### config.mk
export PLATFORM = sky130hd
export DESIGN_NAME = modbus_rtu_request_decoder_unit
export DESIGN_NICKNAME = d
export VERILOG_FILES = /design/src/design/mbrd_pkg.sv /design/src/design/modbus_rtu_request_decoder_unit.sv /design/src/design/mbrd_crc16.sv /design/src/design/mbrd_parser.sv
export SDC_FILE = /design/constraint.sdc
export NUM_CORES = 1
export LEC_CHECK = 0
export BUFFER_PORTS_ARGS = -buffer_cell sky130_fd_sc_hd__buf_4
export CORE_ASPECT_RATIO = 0.8
export CORE_UTILIZATION = 50
export DETAILED_ROUTE_END_ITERATION = 16
export PLACE_DENSITY = 0.72
export SLEW_MARGIN = 20
export SYNTH_ARGS = -nofsm -noshare
export SYNTH_HDL_FRONTEND = slang
export SYNTH_SLANG_ARGS = --single-unit
### constraint.sdc
create_clock -name i_clk -period 18.9 [get_ports i_clk]
set_input_delay 4.725 -clock i_clk [delete_from_list [all_inputs] [get_ports i_clk]]
set_output_delay 4.725 -clock i_clk [all_outputs]
set_load 0.1 [all_outputs]
### src/design/mbrd_pkg.sv
// Shared types and constants for the Modbus RTU request decoder.
// Used by mbrd_crc16, mbrd_parser and the top level; no dependencies.
package mbrd_pkg;

    // Function byte values on the wire
    localparam logic [7:0] FUNC_READ_HOLD   = 8'h03;
    localparam logic [7:0] FUNC_WRITE_ONE   = 8'h06;
    localparam logic [7:0] FUNC_WRITE_MULTI = 8'h10;
    localparam logic [7:0] FUNC_SPECIAL     = 8'hFF;

    // Reported function codes
    localparam logic [1:0] FC_READ_HOLD   = 2'd0;
    localparam logic [1:0] FC_WRITE_ONE   = 2'd1;
    localparam logic [1:0] FC_WRITE_MULTI = 2'd2;
    localparam logic [1:0] FC_SPECIAL     = 2'd3;

    // Result kinds
    localparam logic KIND_DATA    = 1'b0;
    localparam logic KIND_VERDICT = 1'b1;

    typedef enum logic [1:0] {
        ST_ACCEPT = 2'd0,
        ST_IGNORE = 2'd1,
        ST_ERROR  = 2'd2
    } t_status;

    localparam logic [15:0] CRC_INIT = 16'hFFFF;
    localparam logic [15:0] CRC_POLY = 16'hA001;
    localparam logic [7:0]  DEV_ADDR_RESET = 8'd1;

    // APB register decode (paddr[2] selects the register word)
    localparam logic REG_DEVICE_ADDR = 1'b0;

    typedef struct packed {
        logic        valid;
        logic        kind;
        t_status     status;
        logic [1:0]  func_code;
        logic [15:0] reg_start;
        logic [15:0] count_val;
        logic [7:0]  byte_cnt;
        logic [15:0] data_word;
    } t_result;

endpackage

### src/design/modbus_rtu_request_decoder_unit.sv
// Top level of the Modbus RTU request decoder: stream ports, APB register, pipeline regs.
// Depends on mbrd_pkg and mbrd_parser.
//
// Usage:
//  - Slave stream: one frame byte per transaction in s_axis tdata[7:0], tlast on the
//    frame's last byte.
//  - Master stream: zero or one result per byte. tuser = kind (0 data word, 1 verdict).
//    Data words come for an addressed write-multiple request on each completed data
//    pair; the last byte always yields a verdict (accepted / ignored / error).
//  - APB register 0 (byte address 0): device address, reset 1. Write only while idle.
//  - Path: a byte is taken into the input register, and its result is then captured in
//    the result register, which drives the master side.
//  - Throughput: one byte per cycle while the master side takes results; the CRC byte
//    step, header capture and verdict all sit in the single logic stage between the two registers.
//  - Stall: with the result register full and tready low, the input register holds
//    one more byte; after that s_axis tready drops until the result is taken.
//  - Reset (synchronous, active low) empties both registers, clears the frame state
//    and sets the device address to 1.
module modbus_rtu_request_decoder_unit #(
    parameter int MAX_FRAME = 256
) (
    input  logic        i_clk,
    input  logic        i_rst_n,
    // slave stream
    input  logic        i_s_axis_tvalid,
    output logic        o_s_axis_tready,
    input  logic [7:0]  i_s_axis_tdata,   // [7:0] rx_byte
    input  logic        i_s_axis_tlast,   // frame_end
    // master stream
    output logic        o_m_axis_tvalid,
    input  logic        i_m_axis_tready,
    // [1:0] status, [3:2] function_code, [19:4] start_address,
    // [35:20] count_or_value, [43:36] byte_count, [59:44] data_word, [63:60] zero
    output logic [63:0] o_m_axis_tdata,
    output logic        o_m_axis_tuser,   // kind
    // APB config
    input  logic        psel,
    input  logic        penable,
    input  logic        pwrite,
    input  logic [2:0]  paddr,
    input  logic [31:0] pwdata,
    output logic [31:0] prdata,
    output logic        pready
);

    logic              r_in_valid;
    logic [7:0]        r_in_byte;
    logic              r_in_end;
    logic              r_out_valid;
    mbrd_pkg::t_result r_out;
    logic [7:0]        r_dev_addr;

    logic              w_step;
    mbrd_pkg::t_result w_result;

    // stage advances when the result register is free or being drained
    assign w_step          = r_in_valid && (!r_out_valid || i_m_axis_tready);
    assign o_s_axis_tready = !r_in_valid || w_step;

    // APB
    assign pready = 1'b1;
    assign prdata = (paddr[2] == mbrd_pkg::REG_DEVICE_ADDR) ? {24'h0, r_dev_addr} : 32'h0;

    always_ff @(posedge i_clk) begin
        if (!i_rst_n) begin
            r_dev_addr <= mbrd_pkg::DEV_ADDR_RESET;
        end else if (psel && penable && pwrite && pready &&
                     paddr[2] == mbrd_pkg::REG_DEVICE_ADDR) begin
            r_dev_addr <= pwdata[7:0];
        end
    end

    // input register
    always_ff @(posedge i_clk) begin
        if (!i_rst_n) begin
            r_in_valid <= 1'b0;
        end else if (o_s_axis_tready) begin
            r_in_valid <= i_s_axis_tvalid;
        end
    end

    always_ff @(posedge i_clk) begin
        if (o_s_axis_tready && i_s_axis_tvalid) begin
            r_in_byte <= i_s_axis_tdata;
            r_in_end  <= i_s_axis_tlast;
        end
    end

    mbrd_parser #(
        .MAX_FRAME (MAX_FRAME)
    ) u_parser (
        .i_clk      (i_clk),
        .i_rst_n    (i_rst_n),
        .i_step     (w_step),
        .i_byte     (r_in_byte),
        .i_end      (r_in_end),
        .i_dev_addr (r_dev_addr),
        .o_result   (w_result)
    );

    // result register
    always_ff @(posedge i_clk) begin
        if (!i_rst_n) begin
            r_out_valid <= 1'b0;
        end else if (w_step) begin
            r_out_valid <= w_result.valid;
        end else if (i_m_axis_tready) begin
            r_out_valid <= 1'b0;
        end
    end

    always_ff @(posedge i_clk) begin
        if (w_step && w_result.valid) begin
            r_out <= w_result;
        end
    end

    assign o_m_axis_tvalid = r_out_valid;
    assign o_m_axis_tuser  = r_out.kind;
    assign o_m_axis_tdata  = {4'h0, r_out.data_word, r_out.byte_cnt, r_out.count_val,
                              r_out.reg_start, r_out.func_code, r_out.status};

    // assertions
    a_status_legal: assert property (@(posedge i_clk) disable iff (!i_rst_n)
        o_m_axis_tvalid |-> o_m_axis_tdata[1:0] != 2'd3)
        else $error("illegal status code");

    a_data_word_form: assert property (@(posedge i_clk) disable iff (!i_rst_n)
        (o_m_axis_tvalid && o_m_axis_tuser == mbrd_pkg::KIND_DATA) |->
        (o_m_axis_tdata[3:2] == mbrd_pkg::FC_WRITE_MULTI &&
         o_m_axis_tdata[1:0] == mbrd_pkg::ST_ACCEPT))
        else $error("data word without write-multiple header");

    a_reject_fields_zero: assert property (@(posedge i_clk) disable iff (!i_rst_n)
        (o_m_axis_tvalid && o_m_axis_tuser == mbrd_pkg::KIND_VERDICT &&
         o_m_axis_tdata[1:0] != mbrd_pkg::ST_ACCEPT) |-> o_m_axis_tdata[63:2] == 62'h0)
        else $error("rejected verdict carries header fields");

    a_in_hold: assert property (@(posedge i_clk) disable iff (!i_rst_n)
        (r_in_valid && !w_step) |=> (r_in_valid && $stable(r_in_byte) && $stable(r_in_end)))
        else $error("input register lost a pending byte");

endmodule

### src/design/mbrd_crc16.sv
// One-byte step of CRC-16/MODBUS (reflected, poly 0xA001).
// Depends on mbrd_pkg for the polynomial constant.
module mbrd_crc16 (
    input  logic [15:0] i_crc,
    input  logic [7:0]  i_byte,
    output logic [15:0] o_crc
);

    always_comb begin
        logic [15:0] c;
        c = i_crc ^ {8'h00, i_byte};
        for (int k = 0; k < 8; k++) begin
            if (c[0]) begin
                c = (c >> 1) ^ mbrd_pkg::CRC_POLY;
            end else begin
                c = c >> 1;
            end
        end
        o_crc = c;
    end

endmodule

### src/design/mbrd_parser.sv
// Frame state and per-byte decode: header capture, lagged CRC, data words, verdict.
// Depends on mbrd_pkg and mbrd_crc16.
module mbrd_parser #(
    parameter int MAX_FRAME = 256
) (
    input  logic              i_clk,
    input  logic              i_rst_n,
    input  logic              i_step,
    input  logic [7:0]        i_byte,
    input  logic              i_end,
    input  logic [7:0]        i_dev_addr,
    output mbrd_pkg::t_result o_result
);

    localparam int POS_W = $clog2(MAX_FRAME + 2);
    localparam int CW    = (POS_W > 9) ? POS_W + 1 : 10;
    localparam logic [POS_W-1:0] POS_SAT = POS_W'(MAX_FRAME + 1);
    localparam logic [POS_W-1:0] POS_MAX = POS_W'(MAX_FRAME);

    logic [15:0]      r_crc, n_crc;
    logic [7:0]       r_dly0, n_dly0;
    logic [7:0]       r_dly1, n_dly1;
    logic [POS_W-1:0] r_pos, n_pos;
    logic [7:0]       r_func, n_func;
    logic [15:0]      r_addr, n_addr;
    logic [15:0]      r_cnt, n_cnt;
    logic [7:0]       r_len, n_len;
    logic [7:0]       r_hold, n_hold;
    logic             r_match, n_match;

    logic [15:0]      w_crc_step;

    mbrd_crc16 u_crc (
        .i_crc  (r_crc),
        .i_byte (r_dly0),
        .o_crc  (w_crc_step)
    );

    always_comb begin
        logic [15:0]      crc_upd;
        logic             h_match;
        logic [7:0]       h_func;
        logic [15:0]      h_addr;
        logic [15:0]      h_cnt;
        logic [7:0]       h_len;
        logic             known;
        logic [1:0]       fc;
        logic [CW-1:0]    expect_m1;
        logic [POS_W-1:0] off;
        logic             bad;

        crc_upd = (r_pos >= POS_W'(2)) ? w_crc_step : r_crc;

        h_match = r_match;
        h_func  = r_func;
        h_addr  = r_addr;
        h_cnt   = r_cnt;
        h_len   = r_len;
        if (r_pos == POS_W'(0)) h_match = (i_byte == i_dev_addr);
        if (r_pos == POS_W'(1)) h_func = i_byte;
        if (r_pos == POS_W'(2)) h_addr = {i_byte, r_addr[7:0]};
        if (r_pos == POS_W'(3)) h_addr = {r_addr[15:8], i_byte};
        if (r_pos == POS_W'(4)) h_cnt = {i_byte, r_cnt[7:0]};
        if (r_pos == POS_W'(5)) h_cnt = {r_cnt[15:8], i_byte};
        if (r_pos == POS_W'(6)) h_len = i_byte;

        known     = 1'b1;
        fc        = mbrd_pkg::FC_READ_HOLD;
        expect_m1 = CW'(7);
        unique case (h_func)
            mbrd_pkg::FUNC_READ_HOLD: begin
                fc = mbrd_pkg::FC_READ_HOLD;
                expect_m1 = CW'(7);
            end
            mbrd_pkg::FUNC_WRITE_ONE: begin
                fc = mbrd_pkg::FC_WRITE_ONE;
                expect_m1 = CW'(7);
            end
            mbrd_pkg::FUNC_WRITE_MULTI: begin
                fc = mbrd_pkg::FC_WRITE_MULTI;
                expect_m1 = CW'(8) + CW'(h_len);
            end
            mbrd_pkg::FUNC_SPECIAL: begin
                fc = mbrd_pkg::FC_SPECIAL;
                expect_m1 = CW'(3);
            end
            default: begin
                known = 1'b0;
            end
        endcase

        // defaults: shift delay line, advance position
        n_crc   = crc_upd;
        n_match = h_match;
        n_func  = h_func;
        n_addr  = h_addr;
        n_cnt   = h_cnt;
        n_len   = h_len;
        n_hold  = r_hold;
        n_dly0  = r_dly1;
        n_dly1  = i_byte;
        n_pos   = (r_pos < POS_SAT) ? r_pos + POS_W'(1) : r_pos;
        o_result = '0;
        off = r_pos - POS_W'(7);
        bad = (r_dly1 != crc_upd[7:0]) || (i_byte != crc_upd[15:8]) ||
              (CW'(r_pos) != expect_m1);

        if (i_end) begin
            o_result.valid = 1'b1;
            o_result.kind  = mbrd_pkg::KIND_VERDICT;
            if (r_pos < POS_W'(3) || r_pos >= POS_MAX) begin
                o_result.status = mbrd_pkg::ST_ERROR;
            end else if (!h_match || !known) begin
                o_result.status = mbrd_pkg::ST_IGNORE;
            end else if (bad) begin
                o_result.status = mbrd_pkg::ST_ERROR;
            end else begin
                o_result.status    = mbrd_pkg::ST_ACCEPT;
                o_result.func_code = fc;
                if (fc != mbrd_pkg::FC_SPECIAL) begin
                    o_result.reg_start = h_addr;
                    o_result.count_val = h_cnt;
                end
                if (fc == mbrd_pkg::FC_WRITE_MULTI) o_result.byte_cnt = h_len;
            end
            // back to frame idle
            n_crc   = mbrd_pkg::CRC_INIT;
            n_match = 1'b0;
            n_func  = '0;
            n_addr  = '0;
            n_cnt   = '0;
            n_len   = '0;
            n_hold  = '0;
            n_dly0  = '0;
            n_dly1  = '0;
            n_pos   = '0;
        end else if (r_pos >= POS_W'(7) && r_pos < POS_MAX) begin
            if (!off[0]) begin
                n_hold = i_byte;
            end else if (r_match && r_func == mbrd_pkg::FUNC_WRITE_MULTI &&
                         CW'(off) < CW'(r_len)) begin
                o_result.valid     = 1'b1;
                o_result.kind      = mbrd_pkg::KIND_DATA;
                o_result.status    = mbrd_pkg::ST_ACCEPT;
                o_result.func_code = mbrd_pkg::FC_WRITE_MULTI;
                o_result.reg_start = r_addr;
                o_result.count_val = r_cnt;
                o_result.byte_cnt  = r_len;
                o_result.data_word = {r_hold, i_byte};
            end
        end
    end

    always_ff @(posedge i_clk) begin
        if (!i_rst_n) begin
            r_crc   <= mbrd_pkg::CRC_INIT;
            r_dly0  <= '0;
            r_dly1  <= '0;
            r_pos   <= '0;
            r_func  <= '0;
            r_addr  <= '0;
            r_cnt   <= '0;
            r_len   <= '0;
            r_hold  <= '0;
            r_match <= 1'b0;
        end else if (i_step) begin
            r_crc   <= n_crc;
            r_dly0  <= n_dly0;
            r_dly1  <= n_dly1;
            r_pos   <= n_pos;
            r_func  <= n_func;
            r_addr  <= n_addr;
            r_cnt   <= n_cnt;
            r_len   <= n_len;
            r_hold  <= n_hold;
            r_match <= n_match;
        end
    end

endmodule
==> results, run 1 <==
- The run finished with clean final reports.
- In this run the tightest slew margin relative to its limit is 0.243.
- For the worst setup path, the data arrival time is 5.29 ns.
- The number of warning messages in the yosys log is 0.
- The CTS tree is yes.
- Once layout is done, the placed cells without fillers occupy 10900 µm².
- Clock-pin slew was measured on the worst setup and hold paths at 0.06 ns.
- The register-to-register setup slack is 13.20 ns.
- Setup repair after global routing left no endpoint under its margin.
- The number of nets in the finished design is 1154.
- Ranked by total cell area, the synthesized netlist is headed by sky130_fd_sc_hd__dfxtp_1, sky130_fd_sc_hd__edfxtp_1, sky130_fd_sc_hd__nor2b_1.
- The total clock buffers created by CTS is 17.
- After layout, the worst setup slack is 8.88 ns.
- The number of antenna violations at the first check in global routing came to 0.
- The die outline area is around 20000 µm².
- The total leakage power is 3.91 nW.
- In this run the cell area of the synthesized design comes to 9620 µm².
- The dominant cell type by count on the critical path is sky130_fd_sc_hd__buf_4.
- Routability-driven placement finished with a final weighted congestion of 0.914.
- The number of slew-limit violations in the final report is 0.
- 151 I/O pins were placed.
- Across every metal layer, demand over resource in global routing totals 0.261.
- The combined area of the multi-input logic cells is 4870 µm².
- The cell area after placement is 10300 µm².
- The worst path required time is approximately 14 ns.
- The synthesis-to-finish area growth is 13.3%.
- In this run the worst path has a maximum fanout of 10.
- The prevailing post-synth register cell is sky130_fd_sc_hd__dfxtp_1.
- The area share of the largest cell type after synthesis is 0.225.
- Leaving out fill and tap cells, the most frequent cells in the layout are sky130_fd_sc_hd__nand2_1, sky130_fd_sc_hd__dfxtp_1, sky130_fd_sc_hd__nor2b_1, sky130_fd_sc_hd__buf_4, sky130_fd_sc_hd__edfxtp_1.
- The worst setup path is launched from an input port.
- The first-pass GRT wire length is 39500 µm.
- The pre-CTS setup slack is 8.87 ns.
- For the worst flop-to-flop path, the logic depth is 16.
- The number of H-tree levels is 4.
- The sequential cell area in the final layout is 4260 µm².
- The largest single stage delay on the critical path is roughly 0.30 ns.
- The startpoint identified for the worst register-to-register timing path is u_parser.r_pos[0].
- For this design, the CTS-stage hold fixing added 0 buffers.
- Once the clock tree was built, the resizer swapped 0 gates to a different size.
- In this run the worst hold path is classified as reg2reg.
- Global routing finished with a remaining overflow of 0.
- The worst path in the final design needs a cycle of 10.02 ns, including I/O delays and setup.
- The worst vdd rail ir drop is a little under 0.06 mV.
- Counting every instance in the synthesized netlist gives ~1000.
- The synthesized design spends more area on one cell type than any other, namely sky130_fd_sc_hd__dfxtp_1.
- The top achievable clock speed is roughly 100 MHz.
- The maximum buffer depth of the clock tree is 2.
- The clock drives 178 sinks.
- The count of standard-cell rows is 44.
- The mean routed wirelength per cell is 18.8 µm.
- In this run the remaining antenna-violating nets after routing total 0.
- The most critical setup path has its endpoint at prdata[0].
- Traced cell by cell, the critical path runs through buf_4 > nor2b_1 > buf_4.
- After filler insertion, the fill cell instance count of the layout stands at 1632.
- The horizontal die dimension is 157 µm.
- The number of unique standard cell types used by synthesis is 62.
- The initial utilization of the core area, before any placement, comes to 0.520.
- Of the cells placed in the final design, the portion with a size suffix greater than 1 is 0.139.
- The timing startpoint of the critical path is paddr[2].
- The clock latency of the later-clocked register in the worst-skew pair is approximately 0.44 ns.
- For this run, the register share of the synthesized area comes to 0.443.
- The DRC violation count after routing is 0.
- Before antenna repair, the detailed router went through 6 iterations.
- The portion of the clock cycle consumed by the worst path in the final layout is 0.530.
- Entering global routing, the biggest net connects 90 pins.
- The synthesized design contains 70 enable-type register cells.
- The most common cell after layout, fill and taps aside is sky130_fd_sc_hd__nand2_1.
- The cell area power density is 79.3 nW/µm².
- The worst hold slack is 0.489 ns.
- A synthesized cell averages 9.17 µm².
- Across the routed clock network, the largest skew measured is around 0.012 ns.
- Counting both buffers and inverters, the worst setup path holds a total of 2.
- The type of the worst setup path is in2out.
- The number of global-route vias before repair is 7080.
- On the critical path the largest part of the delay comes from buffers and inverters.
- The core region is between 15000 and 20000 µm².
- For this run, asynchronously set or reset flops after synthesis account for 0.
- The critical path crosses 3 cells after its start point.
- The violation count after the first detailed-route iteration is roughly 920.
- The total of max-cap violations is 0.
- For the pin with the worst max-slew slack, the measured transition is between 1 and 1.5 ns.
- Summed over all nets, the half-perimeter wirelength after detailed placement is 16300 µm.
- The critical path's slowest cell is sky130_fd_sc_hd__buf_4.
- After synthesis the netlist holds a flip-flop and latch count of 178.
- The detailed-route via count is just under 8000.
- The routed wire length is 25600 µm.
- The final setup violation count is 0.
- After clock tree synthesis, the setup repair step added 0 buffers.
- The count of buffers inserted at the top-level ports is 95.
- The worst setup path is captured at an output port.
- The number of vias per cell is slightly below 6.
- The floorplan step set the die height to 126 µm.
- In this run the critical register-to-register path is captured at o_m_axis_tdata[25].
- The root buffer cell chosen for the clock tree is sky130_fd_sc_hd__clkbuf_16.
- In the final timing run, aggregate negative setup slack is 0 ns.
- The count of final hold-check violations is 0.
through the flow:
step | power [W] | utilization | cells
detailed placement | 0.000524 | 0.558 | 1325
finish | 0.000863 | 0.589 | 1358
global route | 0.000889 | 0.589 | 1357
global placement | 0.000524 | 0.558 | 1325
CTS | 0.000865 | 0.589 | 1357
floorplan | 0.000506 | - | 1076
cell families (layout without fill, tap and decap cells):
group | Yosys count | in the layout | synth area share
mux | 16 | 16 | 0.0170
xor+xnor | 70 | 70 | 0.0721
flops | 178 | 178 | 0.443
fa+ha+maj | 12 | 12 | 0.0156
simple gates | 448 | 448 | 0.245
other cells | 2 | 30 | 0.000781
compound gates | 191 | 191 | 0.141
buf+inv | 132 | 160 | 0.0649
worst min path at each step:
stage                                  start                 end  cells after the start
final                          r_dev_addr[2]       r_dev_addr[2]                      2
after global routing           r_dev_addr[0]       r_dev_addr[0]                      2
after CTS                      r_dev_addr[2]       r_dev_addr[2]                      2
after detailed placement  u_parser.r_crc[12]  u_parser.r_crc[12]                      2
after global placement     u_parser.r_crc[8]   u_parser.r_crc[8]                      2
after floorplan                     r_in_end      o_m_axis_tuser                      0
cells in the mapped netlist (3+ instances only):
library cell	count
sky130_fd_sc_hd__nand2_1	147
sky130_fd_sc_hd__dfxtp_1	108
sky130_fd_sc_hd__nor2b_1	104
sky130_fd_sc_hd__edfxtp_1	70
sky130_fd_sc_hd__a22oi_1	59
sky130_fd_sc_hd__clkbuf_1	58
sky130_fd_sc_hd__nand4_1	46
sky130_fd_sc_hd__nor2_1	42
sky130_fd_sc_hd__xnor2_1	42
sky130_fd_sc_hd__o211ai_1	41
sky130_fd_sc_hd__buf_4	29
sky130_fd_sc_hd__and2_1	25
sky130_fd_sc_hd__a21oi_1	24
sky130_fd_sc_hd__inv_1	24
sky130_fd_sc_hd__nand3_1	22
sky130_fd_sc_hd__xor2_1	21
sky130_fd_sc_hd__a21boi_0	18
sky130_fd_sc_hd__buf_2	16
sky130_fd_sc_hd__o21ai_0	15
sky130_fd_sc_hd__mux2i_1	13
sky130_fd_sc_hd__nor3_1	13
sky130_fd_sc_hd__ha_1	12
sky130_fd_sc_hd__and3_1	11
sky130_fd_sc_hd__o21ai_1	8
sky130_fd_sc_hd__buf_1	5
sky130_fd_sc_hd__nor4_1	5
sky130_fd_sc_hd__o22ai_1	5
sky130_fd_sc_hd__nand4b_1	4
sky130_fd_sc_hd__nor3b_1	4
sky130_fd_sc_hd__nor4b_1	4
sky130_fd_sc_hd__or3_1	4
sky130_fd_sc_hd__mux2_2	3
sky130_fd_sc_hd__nand2b_1	3
sky130_fd_sc_hd__o21a_1	3
sky130_fd_sc_hd__o31ai_1	3
sky130_fd_sc_hd__xnor2_2	3
registers in the layout, indices dropped and copies added, names as in the netlist:
| register | flops |
|---|---|
| u_parser.r_crc | 16 |
| u_parser.r_len | 8 |
| r_in_end | 1 |
| u_parser.r_addr | 16 |
| u_parser.r_pos | 9 |
| u_parser.r_hold | 8 |
| r_dev_addr | 8 |
| u_parser.r_cnt | 16 |
| o_m_axis_tvalid | 1 |
| o_m_axis_tdata | 60 |
| r_in_byte | 8 |
| u_parser.r_dly1 | 8 |
| u_parser.r_match | 1 |
| u_parser.r_dly0 | 8 |
| o_m_axis_tuser | 1 |
| u_parser.r_func | 8 |
| r_in_valid | 1 |
area by class of cell:
class                           count  area share
Sequential cell                   178       0.392
Clock buffer                       20      0.0410
Timing Repair Buffer              104      0.0717
Clock inverter                     12      0.0113
Tap cell                          253      0.0291
Multi-Input combinational cell    766       0.447
Antenna cell                        1    0.000230
Inverter                           24     0.00827
where the power goes:
group / switching [W] / internal [W]
Sequential: 0.00000911 / 0.000404
Clock: 0.000158 / 0.000188
Combinational: 0.0000826 / 0.0000212
Total: 0.000250 / 0.000613
metal layers:
metal | routed length, µm | global-route usage | vias to the layer above
met1 | 11600 | 0.390 | 3717
met3 | 2370 | 0.0561 | 45
met2 | 11000 | 0.373 | 387
met4 | 552 | 0.0857 | 0
li1 | - | - | 3720
met5 | 0 | 0 | -
worst register-to-register path, cell delays in order, from the launching register on:
cell and delay, ns:
sky130_fd_sc_hd__dfxtp_1 0.47, sky130_fd_sc_hd__inv_1 0.23, sky130_fd_sc_hd__ha_1 0.30, sky130_fd_sc_hd__nand4_1 0.70, sky130_fd_sc_hd__mux2i_1 0.48, sky130_fd_sc_hd__inv_1 0.14
sky130_fd_sc_hd__ha_1 0.25, sky130_fd_sc_hd__nand3_1 0.10, sky130_fd_sc_hd__xor2_1 0.16, sky130_fd_sc_hd__mux2i_1 0.14, sky130_fd_sc_hd__xor2_1 0.20, sky130_fd_sc_hd__o21ai_0 0.18
sky130_fd_sc_hd__a22oi_1 0.18, sky130_fd_sc_hd__nor4_4 0.35, sky130_fd_sc_hd__buf_4 0.40, sky130_fd_sc_hd__nand3_2 0.64, sky130_fd_sc_hd__o211ai_1 0.56
Note: power is estimated with default switching activity, not from simulation.
==> inputs of run 2 (changes only) <==
clock period = 9.3 ns   (was 18.9 ns; I/O delays follow)
==> results, run 2 (synthesis results as in run 1) <==
- Counting along the longest clock path gives a buffer depth of 2.
- Hold repair after CTS inserted 0 buffers.
- The total of max-cap violations is 0.
- The global route total overflow is 0.
- The wire-length estimate of the detail-placed layout is 16200 µm.
- The data arrival time at the worst-slack endpoint is 5.76 ns.
- During I/O placement, the number of pins put on the boundary was roughly 150.
- For this configuration, the core starts out at a cell density of 0.520.
- For this design the ratio of total power to cell area is between 150 and 200 nW/µm².
- The met3 wirelength from detailed routing is 2310 µm.
- The type of the worst setup path is reg2reg.
- STA puts the critical path data required time at 9.53 ns.
- Post-CTS repair changed the size of 0 cells.
- The floorplan step defined a die boundary enclosing 19800 µm².
- The total track usage is 0.264.
- Before antenna repair, the detailed router went through 6 iterations.
- The clock latency of the later-clocked register in the worst-skew pair is approximately 0.44 ns.
- The DRC violation count after routing is 0.
- The total clock buffers created by CTS is 17.
- The first-pass GRT wire length is 39800 µm.
- Static timing analysis puts the maximum clock frequency at 181 MHz.
- The number of H-tree levels is 4.
- The portion of the clock cycle consumed by the worst path in the final layout is 0.595.
- The clock tree root buffer cell is sky130_fd_sc_hd__clkbuf_16.
- The flow ran to the end, and the final reports show no timing, DRC or antenna violations.
- The worst stage delay on the critical path is around 0.66 ns.
- The worst setup path is launched from a flop.
- The count of final hold-check violations is 0.
- The register with the most flip-flops in the layout has 60 of them.
- The uppermost metal layer occupied by signal nets is met4.
- Setup violations remaining at the end of the flow were counted as 0.
- The number of setup buffers added after CTS is 0.
- After clock tree synthesis, the clock-pin slew on the worst setup and hold paths is 0.07 ns.
- The count of buffers inserted at the top-level ports is 95.
- The final estimated routing congestion in global placement is 0.904.
- The clock sink count is 178.
- The number of antenna diodes in the final layout is 0.
- Leaving out fill and tap cells, the most frequent cell in the layout is sky130_fd_sc_hd__nand2_1.
- The routed design has 25600 µm of wire.
- The die boundary height is 126 µm.
- The total leakage power is 3.92 nW.
- The number of cells on the worst reg-to-reg path is 16.
- In the layout the commonest cells are sky130_fd_sc_hd__nand2_1, sky130_fd_sc_hd__dfxtp_1, sky130_fd_sc_hd__nor2b_1, sky130_fd_sc_hd__buf_4, sky130_fd_sc_hd__edfxtp_1.
- The met1 wire length is ~12000 µm.
- The final layout contains about 1200 nets.
- The fraction of final layout cells sized beyond drive strength 1 is 0.140.
- The capturing element type of the critical path is a flop.
- The minimum clock period is 5.54 ns.
- The worst setup skew after layout is 0.0128 ns.
- The signal on the critical path passes through inv_1 > ha_1 > nand4_1 > mux2i_1 > inv_1 > ha_1 > nand3_1 > xor2_1 > mux2i_1 > xor2_1 > o21ai_0 > a22oi_1 > nor4_4 > buf_4 > nand3_2 > o211ai_1.
- The floorplan has 44 rows.
- The non-filler instance count after layout is between 1000 and 1500.
- Setup repair after global routing left no endpoint under its margin.
- The type of the worst min-delay path is reg2reg.
- The total negative setup slack is 0 ns.
- The residual antenna-violating net count after detailed routing is 0.
- Of all nets on the critical path, the largest fanout is 33.
- The violation count after the first detailed-route iteration is 939.
- From synthesis to final layout, the design area changed by 13.5%.
- The slew at the pin closest to its max-slew limit is 1.12 ns.
- The layout has around 1600 filler cells.
- The pin count of the biggest net entering global routing is 90.
- The worst vdd rail ir drop is about 0.12 mV.
- The number of slew-limit violations in the final report is 0.
- The number of antenna violations at the first check in global routing is 0.
- In this run, placement finished with an instance count of around 1300.
- The worst hold path passes through 2 cells.
- The detailed-route via count is approximately 7900.
- The critical path's slowest cell is sky130_fd_sc_hd__nand4_1.
- In this run the horizontal extent of the chip is 157 µm.
- The total area inside the core boundary comes to 18500 µm².
- The mean routed wirelength per cell is ~19 µm.
- The total length of routed met2 wires is 10900 µm.
- The number of vias per cell is 5.84.
- The number of global-route vias before repair is between 7000 and 8000.
- Measured against its own limit, the worst slew margin works out to 0.243.
- TritonCTS built the clock tree.
-- run 2: worst paths after layout --
| path | startpoint | endpoint | slack (ns) |
|---|---|---|---|
| worst max-delay path | u_parser.r_pos[0] | o_m_axis_tdata[29] | 3.76 |
| worst min-delay path | u_parser.r_crc[12] | u_parser.r_crc[12] | 0.50 |
| worst max register to register | u_parser.r_pos[0] | o_m_axis_tdata[29] | 3.76 |
| worst min register to register | u_parser.r_crc[12] | u_parser.r_crc[12] | 0.50 |
-- run 2: metrics by stage --
step,instance area (µm²),power (W),hold slack (ns),util,setup slack (ns)
2_1_floorplan,9720,0.00103,0.424,-,2.80
3_3_place_gp,10300,0.00106,0.470,0.558,3.92
3_5_place_dp,10300,0.00106,0.482,0.558,3.93
4_1_cts,10900,0.00179,0.501,0.590,3.90
5_1_grt,10900,0.00184,0.518,0.590,3.35
6_report,10900,0.00179,0.498,0.590,3.76
-- run 2: final cells by class --
class,count,area [µm²],area share
Clock buffer,17,425,0.0390
Clock inverter,15,174,0.0159
Inverter,24,90.1,0.00825
Multi-Input combinational cell,766,4870,0.446
Sequential cell,178,4260,0.391
Tap cell,253,317,0.0290
Timing Repair Buffer,104,781,0.0715
-- run 2: worst max-delay path: cells and delay by family (launching register included) --
| family | cells | cell delay (ns) |
|---|---|---|
| and+or+nand+nor | 4 | 1.75 |
| AOI/OAI and AO/OA | 3 | 0.88 |
| buffers and inverters | 3 | 0.72 |
| muxes | 2 | 0.59 |
| adders and majority gates | 2 | 0.54 |
| DFF | 1 | 0.46 |
| xor gates and xnor gates | 2 | 0.35 |
-- run 2: routing by layer --
layer / global-route usage / vias to the layer above
li1: - / 3726
met1: 0.394 / 3737
met2: 0.372 / 406
met3: 0.0564 / 55
met4: 0.0999 / 0
met5: 0 / -
-- run 2: power breakdown --
group	leakage [nW]	total [W]	switching, W	internal (W)
Combinational	2.12	0.000211	0.000169	0.0000429
Sequential	1.52	0.000838	0.0000168	0.000821
Clock	0.285	0.000737	0.000333	0.000404
Total	3.92	0.00179	0.000518	0.00127
==> inputs of run 3 (changes only) <==
clock period = 5.7 ns   (was 9.3 ns; I/O delays follow)
==> results, run 3 (synthesis results as in run 1) <==
- Setup violations remaining at the end of the flow were counted as 0.
- The flow ran to the end, and the final reports show no timing, DRC or antenna violations.
- The number of vias per cell is 5.86.
- The clock reaches the later pin of the worst-skew pair after 0.44 ns.
- Across every metal layer, demand over resource in global routing totals 0.265.
- The layout has 1630 filler cells.
- The die covers 19800 µm².
- In this run the register-to-register setup slack is 1.18 ns.
- During placement, the flow inserted port buffers numbering 95.
- The setup slack after layout is 1.18 ns.
- At the worst endpoint, the required time is 5.92 ns.
- The count of final hold-check violations was 0.
- The detailed-route via count is 7984.
- Data arrives at the worst endpoint at 4.73 ns.
- After detailed routing, the number of remaining DRC violations is 0.
- In this run the number of H-tree levels came out at 4.
- Dividing the final minimum period by the clock period gives 0.792.
- In this run the critical register-to-register path is launched from u_parser.r_pos[0].
- The number of setup buffers added after CTS is 0.
- The slew at the pin closest to its max-slew limit is 1.22 ns.
- The total clock buffers created by CTS is 17.
- The library cell used most frequently in the layout, excluding fill and tap cells, is sky130_fd_sc_hd__nand2_1.
- Summing all non-filler instances in the final layout gives an area of 11000 µm².
- The detailed-router iteration count before antenna repair is 6.
- From left edge to right edge, the die measures 157 µm.
- The first-pass GRT wire length is 39900 µm.
- After detailed routing, the total wire length is roughly 26000 µm.
- For this block, the initial DRC count from the detailed router was 1033.
- Counting I/O delays and the setup requirement, the final critical path takes 4.52 ns.
- Counting both buffers and inverters, the worst setup path holds a total of 6.
- Global routing finished with a remaining overflow of 0.
- The number of top-level design ports is 151.
- Of the cells placed in the final design, the portion with a size suffix greater than 1 is 0.145.
- The initial utilization of the core area, before any placement, comes to 0.520.
- The top achievable clock speed is 221 MHz.
- The top cell types in the final layout, fill and taps aside, are sky130_fd_sc_hd__nand2_1, sky130_fd_sc_hd__buf_4, sky130_fd_sc_hd__dfxtp_1, sky130_fd_sc_hd__nor2b_1, sky130_fd_sc_hd__edfxtp_1.
- The final standard cell utilization of the core is 0.592.
- The maximum buffer depth of the clock tree is 2.
- The most critical setup path has its startpoint at u_parser.r_pos[0].
- The residual antenna-violating net count after detailed routing is 0.
- The cell area power density is 265 nW/µm².
- The number of gates given a new drive strength after cts is 0.
- The number of antenna violations at the first check in global routing came to 0.
- Clock-pin slew was measured on the worst setup and hold paths at around 0.070 ns.
- The detailed router used layers up to and including met5.
- The capturing element type of the critical path is a flop.
- The combined area of the multi-input logic cells is 4870 µm².
- The register with the most flip-flops in the layout has 60 of them.
- The total of max-cap violations is 0.
- The headroom to the max-slew limit is 0.186.
- The count of standard-cell rows is 44.
- The number of global-route vias before repair is 7127.
- After legalization and detailed placement, the total HPWL measured 16300 µm.
- The congestion estimate from routability-driven global placement came to 0.909.
- Summing all placed instances gives a cell area of between 10000 and 15000 µm².
- The total negative setup slack is 0 ns.
- Setup repair after global routing left no endpoint under its margin.
- The routed design uses 11300 µm of met2 wire.
- Of all nets on the critical path, the largest fanout is 33.
- The clock tree root buffer cell is sky130_fd_sc_hd__clkbuf_16.
- The die boundary height is 126 µm.
- In this design, the stage delay of the slowest critical-path cell is 0.41 ns.
- The met1 wire length is 11600 µm.
- In this run the worst setup path terminates at o_m_axis_tdata[25].
- The critical path runs through a total of 19 cells.
- The pre-CTS setup slack is 1.34 ns.
- The worst setup path is of the reg2reg kind.
- The CTS tree is yes.
- The worst vdd rail ir drop is about 0.16 mV.
- After detailed routing, the average wire length per cell comes to 18.8 µm.
- The family with the most delay on the worst path is buffers and inverters.
- The antenna diode count is 0.
- The sequential cell area in the final layout is 4260 µm².
- In this run the static leakage power is 3.97 nW.
- The number of nets in the finished design is ~1200.
- Among the stages of the critical path, the cell type that occurs most often is sky130_fd_sc_hd__buf_4.
- Clock skew on the completed layout was measured at 0.00943 ns.
- The pin count of the biggest net entering global routing is 90.
- The reg-to-reg endpoint is o_m_axis_tdata[25].
- The number of hold buffers added after CTS was 0.
- The critical path's slowest cell is sky130_fd_sc_hd__buf_4.
- The type of the worst min-delay path is reg2reg.
- The startpoint type of the worst setup path is a flop.
- The core box area is about 18000 µm².
- The clock sink count is ~180.
- Walking the worst path, the cells encountered are buf_4 > inv_1 > ha_1 > nand4_1 > buf_4 > mux2i_1 > inv_1 > ha_1 > nand3_1 > xor2_1 > mux2i_1 > xor2_1 > o21ai_0 > a22oi_1 > nor4_4 > buf_4 > nand3_2 > buf_4 > o211ai_1.
- The met3 wirelength from detailed routing is 2180 µm.
- Counting cells, the worst reg-to-reg path comes to 19.
- The number of slew-limit violations in the final report is 0.
- The area growth from synthesis to layout is 13.9%.
==> run 3: per-layer routing <==
metal  global-route usage  vias up
li1                     -     3735
met1                0.378     3813
met2                0.387      375
met3               0.0633       59
met4               0.0988        2
met5               0.0201        -
==> run 3: worst reg2reg max path, delay by kind of cell (launching register included) <==
family	cells	cell delay (ns)
AND/OR/NAND/NOR	4	0.64
adder cells (fa/ha/maj)	2	0.53
AO/OA/AOI/OAI	3	0.73
multiplexers	2	0.57
flip-flops	1	0.31
buffers and inverters	6	1.34
XOR/XNOR	2	0.18
==> run 3: cell type report <==
type	instances	share of cell area
timing repair buffer	109	0.0747
tap	253	0.0289
sequential	178	0.389
inverter	24	0.00823
clock buffer	17	0.0388
clock inverter	15	0.0155
multi-input combinational	766	0.444
==> run 3: per-stage QoR <==
step                instances  hold WS, ns  power, W
finish                   1362        0.491   0.00290
global route             1362        0.511   0.00298
CTS                      1362        0.489   0.00292
detailed placement       1330        0.477   0.00172
global placement         1330        0.470   0.00172
floorplan                1076        0.424   0.00166
==> run 3: power breakdown <==
part | switching, W | total (W) | internal [W]
sequential | 0.0000258 | 0.00136 | 0.00134
clock | 0.000540 | 0.00120 | 0.000660
combinational | 0.000267 | 0.000337 | 0.0000691
==> run 3: how the worst min path moves through the flow <==
stage	endpoint	slack [ns]	start	cells after the start
after global placement	u_parser.r_crc[12]	0.47	u_parser.r_crc[12]	2
after CTS	u_parser.r_crc[8]	0.49	u_parser.r_crc[8]	2
final	u_parser.r_crc[8]	0.49	u_parser.r_crc[8]	2
after detailed placement	u_parser.r_crc[12]	0.48	u_parser.r_crc[12]	2
after floorplan	o_m_axis_tuser	0.42	r_in_end	0
after global routing	u_parser.r_crc[8]	0.51	u_parser.r_crc[8]	2
